==> src/rtl/tksd_pkg.sv <==
package tksd_pkg;

    localparam int MAX_EVENTS = 4;
    localparam int COUNT_W    = 3;
    localparam int INDEX_W    = 2;

    // Fixed characters of the escape sequences.
    localparam logic [7:0] CHR_ESC     = 8'd27;
    localparam logic [7:0] CHR_BRACKET = 8'h5B;
    localparam logic [7:0] CHR_O       = 8'h4F;
    localparam logic [7:0] CHR_TILDE   = 8'h7E;
    localparam logic [7:0] CHR_ARROW_LO = 8'd65;
    localparam logic [7:0] CHR_ARROW_HI = 8'd68;
    localparam logic [7:0] CHR_DIGIT_2 = 8'd50;
    localparam logic [7:0] CHR_DIGIT_3 = 8'd51;
    localparam logic [7:0] CHR_DIGIT_5 = 8'd53;
    localparam logic [7:0] CHR_DIGIT_6 = 8'd54;
    localparam logic [7:0] CHR_FKEY_LO = 8'd80;
    localparam logic [7:0] CHR_FKEY_HI = 8'd83;
    localparam logic [7:0] CHR_HOME    = 8'd72;
    localparam logic [7:0] CHR_END     = 8'd70;

    // Input kinds carried on s_tuser.
    localparam logic OP_BYTE    = 1'b0;
    localparam logic OP_TIMEOUT = 1'b1;

    typedef enum logic [1:0] {
        REG_ESCAPE    = 2'd0,
        REG_ENTER     = 2'd1,
        REG_TAB       = 2'd2,
        REG_BACKSPACE = 2'd3
    } reg_index_t;

    typedef struct packed {
        logic [7:0] escape_key_code;
        logic [7:0] enter_key_code;
        logic [7:0] tab_key_code;
        logic [7:0] backspace_key_code;
    } cfg_t;

    typedef struct packed {
        logic [7:0] key_code;
        logic       special_key;
    } key_event_t;

    typedef struct packed {
        key_event_t [MAX_EVENTS-1:0] events;
        logic [COUNT_W-1:0]          count;
    } event_bundle_t;

endpackage

==> src/rtl/terminal_key_sequence_decoder.sv <==
// Terminal key sequence decoder. Received terminal bytes enter on the s_ stream
// (s_tuser low, byte in s_tdata) and come out on the m_ stream as key events:
// a key code in m_tdata and a special-key flag in m_tuser, with m_tlast marking
// the final event caused by one request. A request with s_tuser high is the
// silence timeout tick; it aborts a partial escape sequence. Recognized
// sequences are ESC [ A-D, ESC [ 2/3/5/6 ~ and ESC O P-S/H/F. An aborted
// sequence replays its prefix: the escape key as a special event with the
// configured escape code, then '[' or 'O' as plain bytes and any held digit
// via ground; the aborting byte is then decoded from ground. Enter, tab and
// backspace codes come from the APB registers at 0x0 (escape), 0x4 (enter),
// 0x8 (tab) and 0xC (backspace). A request yields zero to four events. The
// block takes a new request every cycle as long as each yields at most one
// event and m_tready stays high; a request with several events holds the single
// output port until its last one is taken, and that port sets the sustained
// rate. A request passes the input register, then the event buffer.
module terminal_key_sequence_decoder (
    input  logic       aclk,
    input  logic       aresetn,
    // Byte / timeout requests.
    input  logic       s_tvalid,
    output logic       s_tready,
    input  logic [7:0] s_tdata,    // rx_byte[7:0]
    input  logic       s_tuser,    // opcode (0 byte, 1 timeout)
    // Key events.
    output logic       m_tvalid,
    input  logic       m_tready,
    output logic [7:0] m_tdata,    // key_code[7:0]
    output logic       m_tuser,    // special_key
    output logic       m_tlast,    // last_of_run
    // Configuration.
    input  logic       psel,
    input  logic       penable,
    input  logic       pwrite,
    input  logic [3:0] paddr,
    input  logic [31:0] pwdata,
    output logic [31:0] prdata,
    output logic       pready
);
    import tksd_pkg::*;

    cfg_t          cfg_reg;
    reg_index_t    reg_sel;
    logic          cfg_write;

    logic          in_valid_reg;
    logic          in_opcode_reg;
    logic [7:0]    in_byte_reg;

    event_bundle_t bundle;
    logic          buf_free;
    logic          advance;

    // The APB port always completes in its access cycle.
    assign pready    = 1'b1;
    assign reg_sel   = reg_index_t'(paddr[3:2]);
    assign cfg_write = psel && penable && pwrite && pready;

    always_ff @(posedge aclk) begin
        if (!aresetn) begin
            cfg_reg.escape_key_code    <= CHR_ESC;
            cfg_reg.enter_key_code     <= 8'd13;
            cfg_reg.tab_key_code       <= 8'd9;
            cfg_reg.backspace_key_code <= 8'd8;
        end else if (cfg_write) begin
            unique case (reg_sel)
                REG_ESCAPE:    cfg_reg.escape_key_code    <= pwdata[7:0];
                REG_ENTER:     cfg_reg.enter_key_code     <= pwdata[7:0];
                REG_TAB:       cfg_reg.tab_key_code       <= pwdata[7:0];
                REG_BACKSPACE: cfg_reg.backspace_key_code <= pwdata[7:0];
                default:       cfg_reg.escape_key_code    <= cfg_reg.escape_key_code;
            endcase
        end
    end

    always_comb begin
        unique case (reg_sel)
            REG_ESCAPE:    prdata = {24'd0, cfg_reg.escape_key_code};
            REG_ENTER:     prdata = {24'd0, cfg_reg.enter_key_code};
            REG_TAB:       prdata = {24'd0, cfg_reg.tab_key_code};
            REG_BACKSPACE: prdata = {24'd0, cfg_reg.backspace_key_code};
            default:       prdata = '0;
        endcase
    end

    // The registered request moves on when its events fit in the event buffer.
    // A request without events needs no buffer space and leaves at once.
    assign advance  = in_valid_reg && ((bundle.count == '0) || buf_free);
    assign s_tready = !in_valid_reg || advance;

    always_ff @(posedge aclk) begin
        if (!aresetn) begin
            in_valid_reg <= 1'b0;
        end else if (s_tready) begin
            in_valid_reg <= s_tvalid;
        end
        if (s_tvalid && s_tready) begin
            in_opcode_reg <= s_tuser;
            in_byte_reg   <= s_tdata;
        end
    end

    tksd_decode u_decode (
        .aclk    (aclk),
        .aresetn (aresetn),
        .advance (advance),
        .opcode  (in_opcode_reg),
        .rx_byte (in_byte_reg),
        .cfg     (cfg_reg),
        .bundle  (bundle)
    );

    tksd_event_buf u_event_buf (
        .aclk     (aclk),
        .aresetn  (aresetn),
        .load     (advance && (bundle.count != '0)),
        .bundle   (bundle),
        .free     (buf_free),
        .m_tvalid (m_tvalid),
        .m_tready (m_tready),
        .m_tdata  (m_tdata),
        .m_tuser  (m_tuser),
        .m_tlast  (m_tlast)
    );

endmodule

==> src/rtl/tksd_decode.sv <==
module tksd_decode (
    input  logic                   aclk,
    input  logic                   aresetn,
    input  logic                   advance,
    input  logic                   opcode,
    input  logic [7:0]             rx_byte,
    input  tksd_pkg::cfg_t         cfg,
    output tksd_pkg::event_bundle_t bundle
);
    import tksd_pkg::*;

    typedef enum logic [4:0] {
        ST_GROUND = 5'b00001,
        ST_ESC    = 5'b00010,
        ST_BR     = 5'b00100,
        ST_O      = 5'b01000,
        ST_TILDE  = 5'b10000
    } parse_state_t;

    parse_state_t state_reg, state_next;
    logic [7:0]   held_digit_reg, held_digit_next;

    // A byte decoded from ground: the configured control keys are special.
    function automatic key_event_t ground_event(input logic [7:0] c, input cfg_t r);
        key_event_t ev;
        ev.key_code    = c;
        ev.special_key = (c == r.enter_key_code) || (c == r.tab_key_code) ||
                         (c == r.backspace_key_code);
        return ev;
    endfunction

    logic is_arrow, is_digit, is_fkey;
    logic do_abort, do_ground;

    assign is_arrow = (rx_byte >= CHR_ARROW_LO) && (rx_byte <= CHR_ARROW_HI);
    assign is_digit = (rx_byte == CHR_DIGIT_2) || (rx_byte == CHR_DIGIT_3) ||
                      (rx_byte == CHR_DIGIT_5) || (rx_byte == CHR_DIGIT_6);
    assign is_fkey  = ((rx_byte >= CHR_FKEY_LO) && (rx_byte <= CHR_FKEY_HI)) ||
                      (rx_byte == CHR_HOME) || (rx_byte == CHR_END);

    always_comb begin
        state_next      = state_reg;
        held_digit_next = held_digit_reg;
        bundle          = '0;
        do_abort        = 1'b0;
        do_ground       = 1'b0;

        if (opcode == OP_TIMEOUT) begin
            do_abort = 1'b1;
        end else begin
            unique case (state_reg)
                ST_GROUND: begin
                    do_ground = 1'b1;
                end
                ST_ESC: begin
                    if (rx_byte == CHR_BRACKET) begin
                        state_next = ST_BR;
                    end else if (rx_byte == CHR_O) begin
                        state_next = ST_O;
                    end else begin
                        do_abort  = 1'b1;
                        do_ground = 1'b1;
                    end
                end
                ST_BR: begin
                    if (is_arrow) begin
                        bundle.events[0] = '{key_code: rx_byte, special_key: 1'b1};
                        bundle.count     = COUNT_W'(1);
                        state_next       = ST_GROUND;
                    end else if (is_digit) begin
                        held_digit_next = rx_byte;
                        state_next      = ST_TILDE;
                    end else begin
                        do_abort  = 1'b1;
                        do_ground = 1'b1;
                    end
                end
                ST_O: begin
                    if (is_fkey) begin
                        bundle.events[0] = '{key_code: rx_byte, special_key: 1'b1};
                        bundle.count     = COUNT_W'(1);
                        state_next       = ST_GROUND;
                    end else begin
                        do_abort  = 1'b1;
                        do_ground = 1'b1;
                    end
                end
                ST_TILDE: begin
                    if (rx_byte == CHR_TILDE) begin
                        bundle.events[0] = '{key_code: held_digit_reg, special_key: 1'b1};
                        bundle.count     = COUNT_W'(1);
                        state_next       = ST_GROUND;
                    end else begin
                        do_abort  = 1'b1;
                        do_ground = 1'b1;
                    end
                end
                default: begin
                    do_ground = 1'b1;
                end
            endcase
        end

        // Replay of the pending prefix; the held digit goes back through ground.
        if (do_abort) begin
            state_next = ST_GROUND;
            unique case (state_reg)
                ST_ESC: begin
                    bundle.events[0] = '{key_code: cfg.escape_key_code, special_key: 1'b1};
                    bundle.count     = COUNT_W'(1);
                end
                ST_BR: begin
                    bundle.events[0] = '{key_code: cfg.escape_key_code, special_key: 1'b1};
                    bundle.events[1] = '{key_code: CHR_BRACKET, special_key: 1'b0};
                    bundle.count     = COUNT_W'(2);
                end
                ST_O: begin
                    bundle.events[0] = '{key_code: cfg.escape_key_code, special_key: 1'b1};
                    bundle.events[1] = '{key_code: CHR_O, special_key: 1'b0};
                    bundle.count     = COUNT_W'(2);
                end
                ST_TILDE: begin
                    bundle.events[0] = '{key_code: cfg.escape_key_code, special_key: 1'b1};
                    bundle.events[1] = '{key_code: CHR_BRACKET, special_key: 1'b0};
                    bundle.events[2] = ground_event(held_digit_reg, cfg);
                    bundle.count     = COUNT_W'(3);
                end
                default: begin
                    bundle.count = '0;
                end
            endcase
        end

        // The received byte itself, decoded from ground after any replay.
        if (do_ground) begin
            if (rx_byte == CHR_ESC) begin
                state_next = ST_ESC;
            end else begin
                bundle.events[bundle.count[INDEX_W-1:0]] = ground_event(rx_byte, cfg);
                bundle.count = bundle.count + COUNT_W'(1);
            end
        end
    end

    always_ff @(posedge aclk) begin
        if (!aresetn) begin
            state_reg      <= ST_GROUND;
            held_digit_reg <= '0;
        end else if (advance) begin
            state_reg      <= state_next;
            held_digit_reg <= held_digit_next;
        end
    end

endmodule

==> src/rtl/tksd_event_buf.sv <==
module tksd_event_buf (
    input  logic                    aclk,
    input  logic                    aresetn,
    input  logic                    load,
    input  tksd_pkg::event_bundle_t bundle,
    output logic                    free,
    output logic                    m_tvalid,
    input  logic                    m_tready,
    output logic [7:0]              m_tdata,   // key_code[7:0]
    output logic                    m_tuser,   // special_key
    output logic                    m_tlast
);
    import tksd_pkg::*;

    logic                        valid_reg, valid_next;
    logic [INDEX_W-1:0]          idx_reg, idx_next;
    logic [COUNT_W-1:0]          count_reg, count_next;
    key_event_t [MAX_EVENTS-1:0] events_reg, events_next;
    logic                        is_last, pop;

    assign is_last  = ({1'b0, idx_reg} + COUNT_W'(1)) == count_reg;
    assign pop      = valid_reg && m_tready;
    assign free     = !valid_reg || (pop && is_last);

    assign m_tvalid = valid_reg;
    assign m_tdata  = events_reg[idx_reg].key_code;
    assign m_tuser  = events_reg[idx_reg].special_key;
    assign m_tlast  = is_last;

    always_comb begin
        valid_next  = valid_reg;
        idx_next    = idx_reg;
        count_next  = count_reg;
        events_next = events_reg;
        if (load) begin
            valid_next  = 1'b1;
            idx_next    = '0;
            count_next  = bundle.count;
            events_next = bundle.events;
        end else if (pop) begin
            if (is_last) begin
                valid_next = 1'b0;
            end else begin
                idx_next = idx_reg + INDEX_W'(1);
            end
        end
    end

    always_ff @(posedge aclk) begin
        if (!aresetn) begin
            valid_reg <= 1'b0;
            idx_reg   <= '0;
            count_reg <= '0;
        end else begin
            valid_reg <= valid_next;
            idx_reg   <= idx_next;
            count_reg <= count_next;
        end
        events_reg <= events_next;
    end

    a_count_nonzero: assert property (@(posedge aclk) disable iff (!aresetn)
        valid_reg |-> (count_reg != '0))
        else $error("event buffer holds an empty bundle");

    a_index_in_range: assert property (@(posedge aclk) disable iff (!aresetn)
        valid_reg |-> ({1'b0, idx_reg} < count_reg))
        else $error("event index past bundle count");

    a_drains_after_last: assert property (@(posedge aclk) disable iff (!aresetn)
        (pop && is_last && !load) |=> !valid_reg)
        else $error("event buffer still valid after last event taken");

    a_load_only_when_free: assert property (@(posedge aclk) disable iff (!aresetn)
        load |-> free)
        else $error("bundle loaded over pending events");

endmodule

==> config.mk <==
export PLATFORM = sky130hd
export DESIGN_NAME = terminal_key_sequence_decoder
export DESIGN_NICKNAME = d
export VERILOG_FILES = /design/src/rtl/tksd_pkg.sv /design/src/rtl/terminal_key_sequence_decoder.sv /design/src/rtl/tksd_decode.sv /design/src/rtl/tksd_event_buf.sv
export SDC_FILE = /design/constraint.sdc
export NUM_CORES = 1
export LEC_CHECK = 0
export ABC_AREA = 0
export BUFFER_PORTS_ARGS = -buffer_cell sky130_fd_sc_hd__buf_2
export CORE_MARGIN = 3
export CORE_UTILIZATION = 60
export DETAILED_ROUTE_END_ITERATION = 8
export PLACE_DENSITY = 0.85
export SLEW_MARGIN = 20
export SYNTH_ARGS = -nofsm -noshare
export SYNTH_HDL_FRONTEND = slang
export SYNTH_SLANG_ARGS = --single-unit
==> constraint.sdc <==
create_clock -name aclk -period 7.7 [get_ports aclk]
set_input_delay 0.77 -clock aclk [delete_from_list [all_inputs] [get_ports aclk]]
set_output_delay 0.77 -clock aclk [all_outputs]
set_load 0.005 [all_outputs]
==> impl_metrics.tcl, run 1 <==
set metrics [dict create \
    antenna_found_initial 0 \
    drc 0 \
    seq_area_frac_synth_pct 42.9 \
    hold_path_depth 1 \
    worst_skew_pair.late_latency_ps 370 \
    setup-violations-final 0 \
    dp_hpwl_mm 8.79 \
    clock_skew_ps 11.8 \
    areaGrowthSynthToFinish_pct 5.87 \
    drv_slew 0 \
    yosysTopAreaCellShare_pct 24.2 \
    fill_cells 700 \
    postCtsSetupBuffers 0 \
    final_cell_mix "52 x dfxtp_1, 49 x nand2_1, 45 x edfxtp_1, 45 x buf_2, 30 x nor2_1" \
    postCtsHoldBufs 0 \
    core_um2 8890 \
    hold_path_startpoint "u_event_buf.count_reg[2]" \
    cts_resized 0 \
    dieHeight_um 102 \
    clkTransAtPathRegs_ps 90 \
    min_to "u_event_buf.count_reg[2]" \
    synth_area_leaders "edfxtp_1 24%, dfxtp_1 19%, mux4_2 6.9%, mux2i_1 4.8%, xor2_1 4.6%" \
    dr_wl_met3_um 767 \
    async_flop_share_pct 0 \
    r2r_slack_ps 3600 \
    ys_warn_count 0 \
    hold_viol 0 \
    synth.largest_area_cell "edfxtp_1" \
    detail_route.iter0.violations 271 \
    synthFlopType "dfxtp_1" \
    worstPathMaxFanout 14 \
    cts_tree "built" \
    finalCriticalPeriod_ps 4780 \
    power_uw 992 \
    rsz0062_at_grt "false" \
    crit_arrival_ps 4010 \
    syn_area_um2 5580 \
    numCtsBuffers 9 \
    wl_met2_mm 5.60 \
    peakVddDrop_v 0.000118 \
    start_util_pct 62.8 \
    finalCritPeriodShare_pct 62.1 \
    p_leak_nw 2.38 \
    synth_cells 543 \
    final_core_util_pct 66.5 \
    cts-htree-levels 3 \
    cts_root_buffer "clkbuf_8" \
    largest_register_ffs 36 \
    worstPathRequired_ps 6930 \
    layout-drive-gt1-share_pct 16.2 \
    worst_slew_pin_slew_ps 959 \
    grt_max_degree 52 \
    gp_congestion 0.916 \
    finalSetupTns_ps 0 \
    ys_ff_latch 97 \
    vias 4035 \
    grt_overflow 0 \
    finalNetCount 620 \
    io_pins 97 \
    worst-r2r-cell-count 12 \
    viasPerCell 5.97 \
    r2r_end "u_event_buf.events_reg[26]" \
    core.rowCount 34 \
    routedWlPerCell_um 17.8 \
    crit_type "register to output pin" \
    clock_path_buffers 2 \
    setup.worst_path.end_class "output pin" \
    synth_edf_count 45 \
    highest-signal-layer "met4" \
    ys_types 60 \
    critPathLaunchType "register" \
    r2r_start "in_byte_reg[3]" \
    cap_violations 0 \
    numPortBuffers 45 \
    avgSynthCellArea_um2 10.3 \
    slew_headroom_pct 35.5 \
    dieArea_um2 10500 \
    num_antenna_cells 0 \
    dr.pass1.iters 5 \
    grt_first_pass_wirelength_mm 19.4 \
    holdCritPathClass "register to register" \
    cts.sinks 97 \
    wirelength_met1_mm 5.49 \
    fmax_ghz 0.209 \
    ant_nets 0 \
    power_density_nw_per_um2 168 \
    final_common_cell "dfxtp_1" \
    grt_use_total_pct 24.0 \
    routed_wl_mm 12.0 \
    fp.dieW_um 102 \
    status "completed" \
    grt_pass1_vias 3859 \
]
## per-layer routing
layer / GRT usage (%) / vias up
met5: 0 / -
met4: 8.17 / 0
met3: 5.87 / 16
met2: 36.1 / 156
met1: 34.2 / 1946
li1: - / 1917
## cells in the mapped netlist, drive strengths merged, types with 15 or more instances
master	number
buf	40
clkbuf	21
dfxtp	52
edfxtp	45
mux2i	27
mux4	17
nand2	49
nand3	19
nor2	31
nor2b	22
o21ai	15
xnor2	28
xor2	29
## worst max-delay path by stage
stage / from / endpoint / cells past startpoint / slack, ps
5_1_grt: in_byte_reg[3] / s_tready / 12 / 2710
3_3_place_gp: in_byte_reg[7] / s_tready / 12 / 3460
3_5_place_dp: in_byte_reg[2] / s_tready / 12 / 3390
2_1_floorplan: in_byte_reg[7] / u_event_buf.events_reg[0] / 10 / 3050
6_report: in_byte_reg[3] / s_tready / 12 / 2920
4_1_cts: in_byte_reg[2] / s_tready / 12 / 2970
## final cells by class
type | count | area, µm² | area share (%)
clock buffers | 10 | 128 | 2.16
clock inverters | 6 | 67.6 | 1.14
inverters | 14 | 52.6 | 0.889
multi-input cells | 394 | 2890 | 49.0
flip-flops and latches | 97 | 2390 | 40.5
well taps | 108 | 135 | 2.29
repair buffers | 47 | 240 | 4.07
## worst max-delay path: stages (launching register included)
cell and delay [ps]:
edfxtp_1 750, and3b_1 260, o211a_1 220, nor3_1 530
a211oi_1 130, or3_1 370, nand2_1 180, ha_1 190
nor2_1 40, and4_1 200, or3_4 390, or2_4 260
buf_2 130
## power breakdown
part           internal, mW  total (mW)  switching (mW)
Combinational        0.0402      0.0872          0.0469
Clock                 0.152       0.332           0.180
Sequential            0.553       0.573          0.0200
Total                 0.745       0.992           0.247
## metrics by stage
| stage | hold WS (ps) | setup slack [ps] | instances | area [µm²] |
|---|---|---|---|---|
| after CTS | 487 | 2970 | 676 | 5900 |
| after global routing | 501 | 2710 | 676 | 5910 |
| final | 485 | 2920 | 676 | 5910 |
| after global placement | 467 | 3460 | 660 | 5710 |
| after floorplan | 451 | 3050 | 566 | 5670 |
| after detailed placement | 468 | 3390 | 660 | 5710 |
## kinds of logic after synthesis
logic type / share of synthesized area [%]
compound gates: 10.7
xor+xnor: 8.95
fa+ha+maj: 1.12
buf+inv: 6.97
flops: 42.9
mux: 11.9
other cells: 0.135
simple gates: 17.4
No activity file was read; power rests on OpenSTA's default activity.
==> run 2, diff against run 1 <==
--- a/config.mk
+++ b/config.mk
@@ -8,9 +8,9 @@
 export ABC_AREA = 0
 export BUFFER_PORTS_ARGS = -buffer_cell sky130_fd_sc_hd__buf_2
 export CORE_MARGIN = 3
-export CORE_UTILIZATION = 60
+export CORE_UTILIZATION = 51
 export DETAILED_ROUTE_END_ITERATION = 8
-export PLACE_DENSITY = 0.85
+export PLACE_DENSITY = 0.77
 export SLEW_MARGIN = 20
 export SYNTH_ARGS = -nofsm -noshare
 export SYNTH_HDL_FRONTEND = slang
==> constraint.sdc (replaced) <==
create_clock -name aclk -period 4.2 [get_ports aclk]
set_input_delay 0.42 -clock aclk [delete_from_list [all_inputs] [get_ports aclk]]
set_output_delay 0.42 -clock aclk [all_outputs]
set_load 0.005 [all_outputs]
==> run 2 against run 1 <==
Critical path depth did not move. Utilization fell by 8.3 points. Setup slack got worse by 2700 ps. First-iteration DRC count rose by 13%. Clock-buffer cell count fell by 1. Global-route usage fell by 3.4 points. Critical path type unchanged. Critical endpoint unchanged. Largest cell class unchanged. Largest power group unchanged. Highest routed layer unchanged.
==> impl_metrics.tcl, run 2 (synthesis gave the netlist of run 1 again) <==
set metrics [dict create \
    grt_max_degree 52 \
    start_util_pct 53.3 \
    hold_path_startpoint "s_tdata[0]" \
    min_to "in_byte_reg[0]" \
    largest_register_ffs 36 \
    critPathLaunchType "register" \
    grt_pass1_vias 3985 \
    setup.worst_path.end_class "output pin" \
    crit_path_cell_trace "or3b_4, or3_1, a211o_1, a211oi_2, nand2_2, nand2_2, ha_1, nor2_1, and4_1, or3_4, or2_4, buf_2" \
    busiest_layer "met2" \
    cts.sinks 97 \
    vias 4132 \
    numCtsBuffers 9 \
    num_antenna_cells 0 \
    hold_path_depth 1 \
    clock_skew_ps 15.0 \
    ant_nets 0 \
    drc 0 \
    gp_congestion 0.966 \
    p_leak_nw 2.48 \
    grtUsageMet3_pct 3.45 \
    antenna_found_initial 0 \
    use_met2_pct 32.4 \
    areaGrowthSynthToFinish_pct 9.10 \
    worst-r2r-cell-count 12 \
    status "completed" \
    grt_use_total_pct 20.7 \
    rsz0062_at_grt "false" \
    io_pins 97 \
    setup-violations-final 0 \
    finalNonFillerCells 721 \
    dieArea_um2 12200 \
    final_core_util_pct 58.2 \
    finalSetupTns_ps 0 \
    holdCritPathClass "primary input to register" \
    drv_slew 0 \
    seq_area_um2 2390 \
    routed_wl_mm 12.6 \
    worstPathRequired_ps 3780 \
    placedCellCount 696 \
    core.rowCount 37 \
    cts_tree "built" \
    clkTransAtPathRegs_ps 90 \
    dp_hpwl_mm 9.29 \
    fp.dieW_um 111 \
    r2r_slack_ps 530 \
    viasPerCell 5.73 \
    final_common_cell "dfxtp_1" \
    worstPathMaxFanout 4 \
    met1_usage_pct 28.7 \
    fmax_ghz 0.249 \
    worst_skew_pair.late_latency_ps 380 \
    r2r_start "in_byte_reg[7]" \
    cp_slowest_cell "or3b_4" \
    crit_arrival_ps 3590 \
    slew_headroom_pct 23.5 \
    holdWs_ps 216 \
    dr.pass1.iters 5 \
    final_cell_mix "52 x dfxtp_1, 47 x nand2_1, 45 x edfxtp_1, 45 x buf_2, 30 x nor2_1" \
    cts_root_buffer "clkbuf_8" \
    dieHeight_um 111 \
    clock_path_buffers 2 \
    routedWlPerCell_um 17.5 \
    grt_first_pass_wirelength_mm 20.4 \
    finalCritPeriodShare_pct 95.4 \
    core_um2 10500 \
    multiInputGateArea_um2 2920 \
    worst_slew_pin_slew_ps 1140 \
    fill_cells 916 \
    cap_violations 0 \
    finalCriticalPeriod_ps 4010 \
    power_mw 1.79 \
    layout-drive-gt1-share_pct 19.7 \
    cts-htree-levels 3 \
    crit_type "register to output pin" \
    r2r_end "in_byte_reg[2]" \
    hold_viol 0 \
    power_density_nw_per_um2 294 \
    cpPeakStageDelay_ps 440 \
    grt_overflow 0 \
    numPortBuffers 45 \
    peakVddDrop_v 0.000149 \
    finalNetCount 637 \
    detail_route.iter0.violations 306 \
    critPathMostFrequentCell "nand2_2" \
]
run 2: cell count changes in the layout (fill, tap and decap cells not counted), sizes merged:
cell	before	now
buf	47	64
bufinv	1	0
clkbuf	10	9
inv	15	17
run 2: metrics by stage:
| step | setup WS, ps | cell area (µm²) |
|---|---|---|
| after global placement | 362 | 5820 |
| final | 192 | 6090 |
| after detailed placement | 292 | 5820 |
| after global routing | 34.0 | 6090 |
| after CTS | 68.0 | 6030 |
| after floorplan | 154 | 5670 |
run 2: cell type report:
cell class	instances	area share (%)
multi-input cells	394	47.9
flip-flops and latches	97	39.3
inverters	14	0.863
clock buffers	9	2.03
repair buffers	64	6.25
well taps	136	2.79
clock inverters	7	0.843
run 2: worst max path at each step:
stage | start | endpoint | slack [ps] | cells after the start
after floorplan | in_byte_reg[7] | u_event_buf.events_reg[0] | 150 | 10
after global placement | in_byte_reg[2] | in_byte_reg[1] | 360 | 12
after detailed placement | in_byte_reg[2] | in_byte_reg[3] | 290 | 12
after CTS | in_byte_reg[7] | s_tready | 70 | 12
after global routing | in_byte_reg[7] | s_tready | 30 | 12
final | in_byte_reg[7] | s_tready | 190 | 12
run 2: power breakdown:
group          switching [mW]  total [mW]  leakage (nW)  internal, mW
clock network           0.344       0.563        0.0880         0.220
registers              0.0190        1.03         0.847          1.01
logic                   0.108       0.195          1.55        0.0866
total                   0.471        1.79          2.48          1.32
run 2: repair_timing:
item,4_1_cts,5_1_grt
pin swaps,0,2
hold buffers,0,0
buffers inserted,5,4
resized for setup,0,6
endpoints found under the setup margin,1,1
run 2: layer usage:
metal  vias to the layer above  share of wire [%]
li1                       1964                  -
met1                      1975                 43
met2                       165                 48
met3                        28                6.4
met4                         0                2.5
met5                         -                  0
run 2: worst max-delay path: cells and delay by family (launching register included):
| kind | cells | cell delay [ps] |
|---|---|---|
| AO/OA/AOI/OAI | 2 | 510 |
| adder cells (fa/ha/maj) | 1 | 170 |
| buffers and inverters | 1 | 130 |
| flip-flops | 1 | 400 |
| AND/OR/NAND/NOR | 8 | 2000 |
==> run 3, diff against run 2 <==
--- a/config.mk
+++ b/config.mk
@@ -8,9 +8,10 @@
 export ABC_AREA = 0
 export BUFFER_PORTS_ARGS = -buffer_cell sky130_fd_sc_hd__buf_2
 export CORE_MARGIN = 3
-export CORE_UTILIZATION = 51
+export CORE_UTILIZATION = 57
+export CTS_CLUSTER_SIZE = 20
 export DETAILED_ROUTE_END_ITERATION = 8
-export PLACE_DENSITY = 0.77
+export PLACE_DENSITY_LB_ADDON = 0.2
 export SLEW_MARGIN = 20
 export SYNTH_ARGS = -nofsm -noshare
 export SYNTH_HDL_FRONTEND = slang
==> constraint.sdc (replaced) <==
create_clock -name aclk -period 4.05 [get_ports aclk]
set_input_delay 0.405 -clock aclk [delete_from_list [all_inputs] [get_ports aclk]]
set_output_delay 0.405 -clock aclk [all_outputs]
set_load 0.005 [all_outputs]
==> run 3 against run 2 <==
Clock power rose by 19%. Clock-buffer cell count did not move. Highest routed layer unchanged. Final cell count down 0.55%. Routed wire length shrank 0.95%. Final area grew 1.6%. Global-route usage rose by 2.2 points. Largest cell class unchanged.
==> impl_metrics.tcl, run 3 (synthesis gave the netlist of run 1 again) <==
set metrics [dict create \
    fill_cells 782 \
    hold_path_depth 1 \
    core.rowCount 35 \
    postCtsHoldBufs 0 \
    crit_type "register to output pin" \
    routed_wl_mm 12.5 \
    crit_arrival_ps 3560 \
    antenna_found_initial 0 \
    seq_area_um2 2390 \
    r2r_slack_ps 280 \
    grt_use_total_pct 22.9 \
    worstPathRequired_ps 3640 \
    cts.sinks 97 \
    grt_overflow 0 \
    areaGrowthSynthToFinish_pct 10.8 \
    r2r_end "in_byte_reg[1]" \
    viasPerCell 5.77 \
    grt_max_degree 52 \
    placed_area_um2 5830 \
    gp_congestion 0.935 \
    holdWs_ps 200 \
    core_um2 9370 \
    finalCritPeriodShare_pct 97.9 \
    critPathLaunchType "register" \
    finalNetCount 640 \
    fmax_ghz 0.252 \
    dr.pass1.iters 5 \
    final_common_cell "dfxtp_1" \
    routedWlPerCell_um 17.4 \
    io_pins 97 \
    dieHeight_um 105 \
    detail_route.iter0.violations 270 \
    power_mw 1.95 \
    hold_viol 0 \
    numCtsBuffers 9 \
    numPortBuffers 45 \
    drc 0 \
    r2r_start "in_byte_reg[5]" \
    final_core_util_pct 66.0 \
    worst-r2r-cell-count 12 \
    clock_path_buffers 2 \
    clock_skew_ps 15.4 \
    grt_first_pass_wirelength_mm 20.1 \
    power_density_nw_per_um2 315 \
    slew_headroom_pct 21.9 \
    ant_nets 0 \
    setup.worst_path.end_class "output pin" \
    worstSetupStartpoint "in_byte_reg[5]" \
    fp.dieW_um 105 \
    grtUsageMet3_pct 3.83 \
    finalCriticalPeriod_ps 3970 \
    worst_skew_pair.late_latency_ps 380 \
    worst_slew_pin_slew_ps 1160 \
    largest_register_ffs 36 \
    cap_violations 0 \
    peakVddDrop_v 0.000248 \
    met1_usage_pct 32.2 \
    fin_area_um2 6180 \
    finalSetupTns_ps 0 \
    drv_slew 0 \
    p_leak_nw 2.51 \
    min_to "in_byte_reg[3]" \
    layout-drive-gt1-share_pct 21.3 \
    start_util_pct 59.5 \
    setup-violations-final 0 \
    grt_pass1_vias 3943 \
    worstPathMaxFanout 4 \
    cts_root_buffer "clkbuf_8" \
    dieArea_um2 11000 \
    clkTransAtPathRegs_ps 100 \
    final_cell_mix "52 x dfxtp_1, 47 x nand2_1, 45 x edfxtp_1" \
    hold_path_startpoint "s_tdata[3]" \
    status "completed" \
    dp_hpwl_mm 9.10 \
    cts_tree "built" \
    num_antenna_cells 0 \
    holdCritPathClass "primary input to register" \
    use_met2_pct 36.5 \
    multiInputGateArea_um2 2960 \
    busiest_layer "met2" \
    cts-htree-levels 3 \
    vias 4138 \
]
-- run 3: cell count changes in the layout (fill, tap and decap cells not counted), sizes merged --
cell,previous run,this run
buf,64,67
bufinv,0,1
clkinv,3,1
inv,17,18
-- run 3: worst max path at each step --
stage                                           end  slack [ps]  depth (start not counted)
after CTS                                  s_tready          20                         12
final                                      s_tready          80                         11
after global routing                       s_tready         -20                         11
after detailed placement             in_byte_reg[3]         300                         12
after floorplan           u_event_buf.events_reg[0]           4                         10
after global placement               in_byte_reg[3]         390                         12
-- run 3: per-layer routing --
metal / up-vias / wire (µm)
met5: - / 0
met2: 161 / 5880
met1: 1991 / 5510
met4: 0 / 234
li1: 1962 / -
met3: 24 / 862
-- run 3: layout make-up --
type                            instances  share of cell area (%)
Multi-Input combinational cell        394                    47.9
Sequential cell                        97                    38.7
Timing Repair Buffer                   67                    6.62
Tap cell                              129                    2.61
Clock buffer                            9                    2.00
Clock inverter                          7                    1.36
Inverter                               14                   0.850
-- run 3: repair_timing --
action                                  4_1_cts  5_1_grt
setup buffers                                 1        8
pin swaps                                     0       10
gates cloned                                  0        0
endpoints found under the setup margin        1        1
resized for setup                             2       14
-- run 3: critical path, stage by stage, from the launching register on --
cell and delay, ps:
edfxtp_1 400, or3b_4 430, or4_4 580, a211oi_4 290, or3_4 190, nand2_4 70
ha_4 280, nor2_2 30, and4_1 170, or3_4 400, or2_4 260, buf_6 110
-- run 3: per-stage QoR --
stage / std cells / worst slack, ps
2_1_floorplan: 566 / 4.46
3_3_place_gp: 692 / 386
3_5_place_dp: 692 / 305
4_1_cts: 709 / 16.5
5_1_grt: 717 / -24.8
6_report: 717 / 83.8
-- run 3: power by group --
group | internal (mW) | leakage [nW] | switching (mW) | total [mW]
logic | 0.0917 | 1.56 | 0.113 | 0.205
clock network | 0.298 | 0.103 | 0.374 | 0.672
registers | 1.05 | 0.847 | 0.0201 | 1.07
total | 1.44 | 2.51 | 0.508 | 1.95
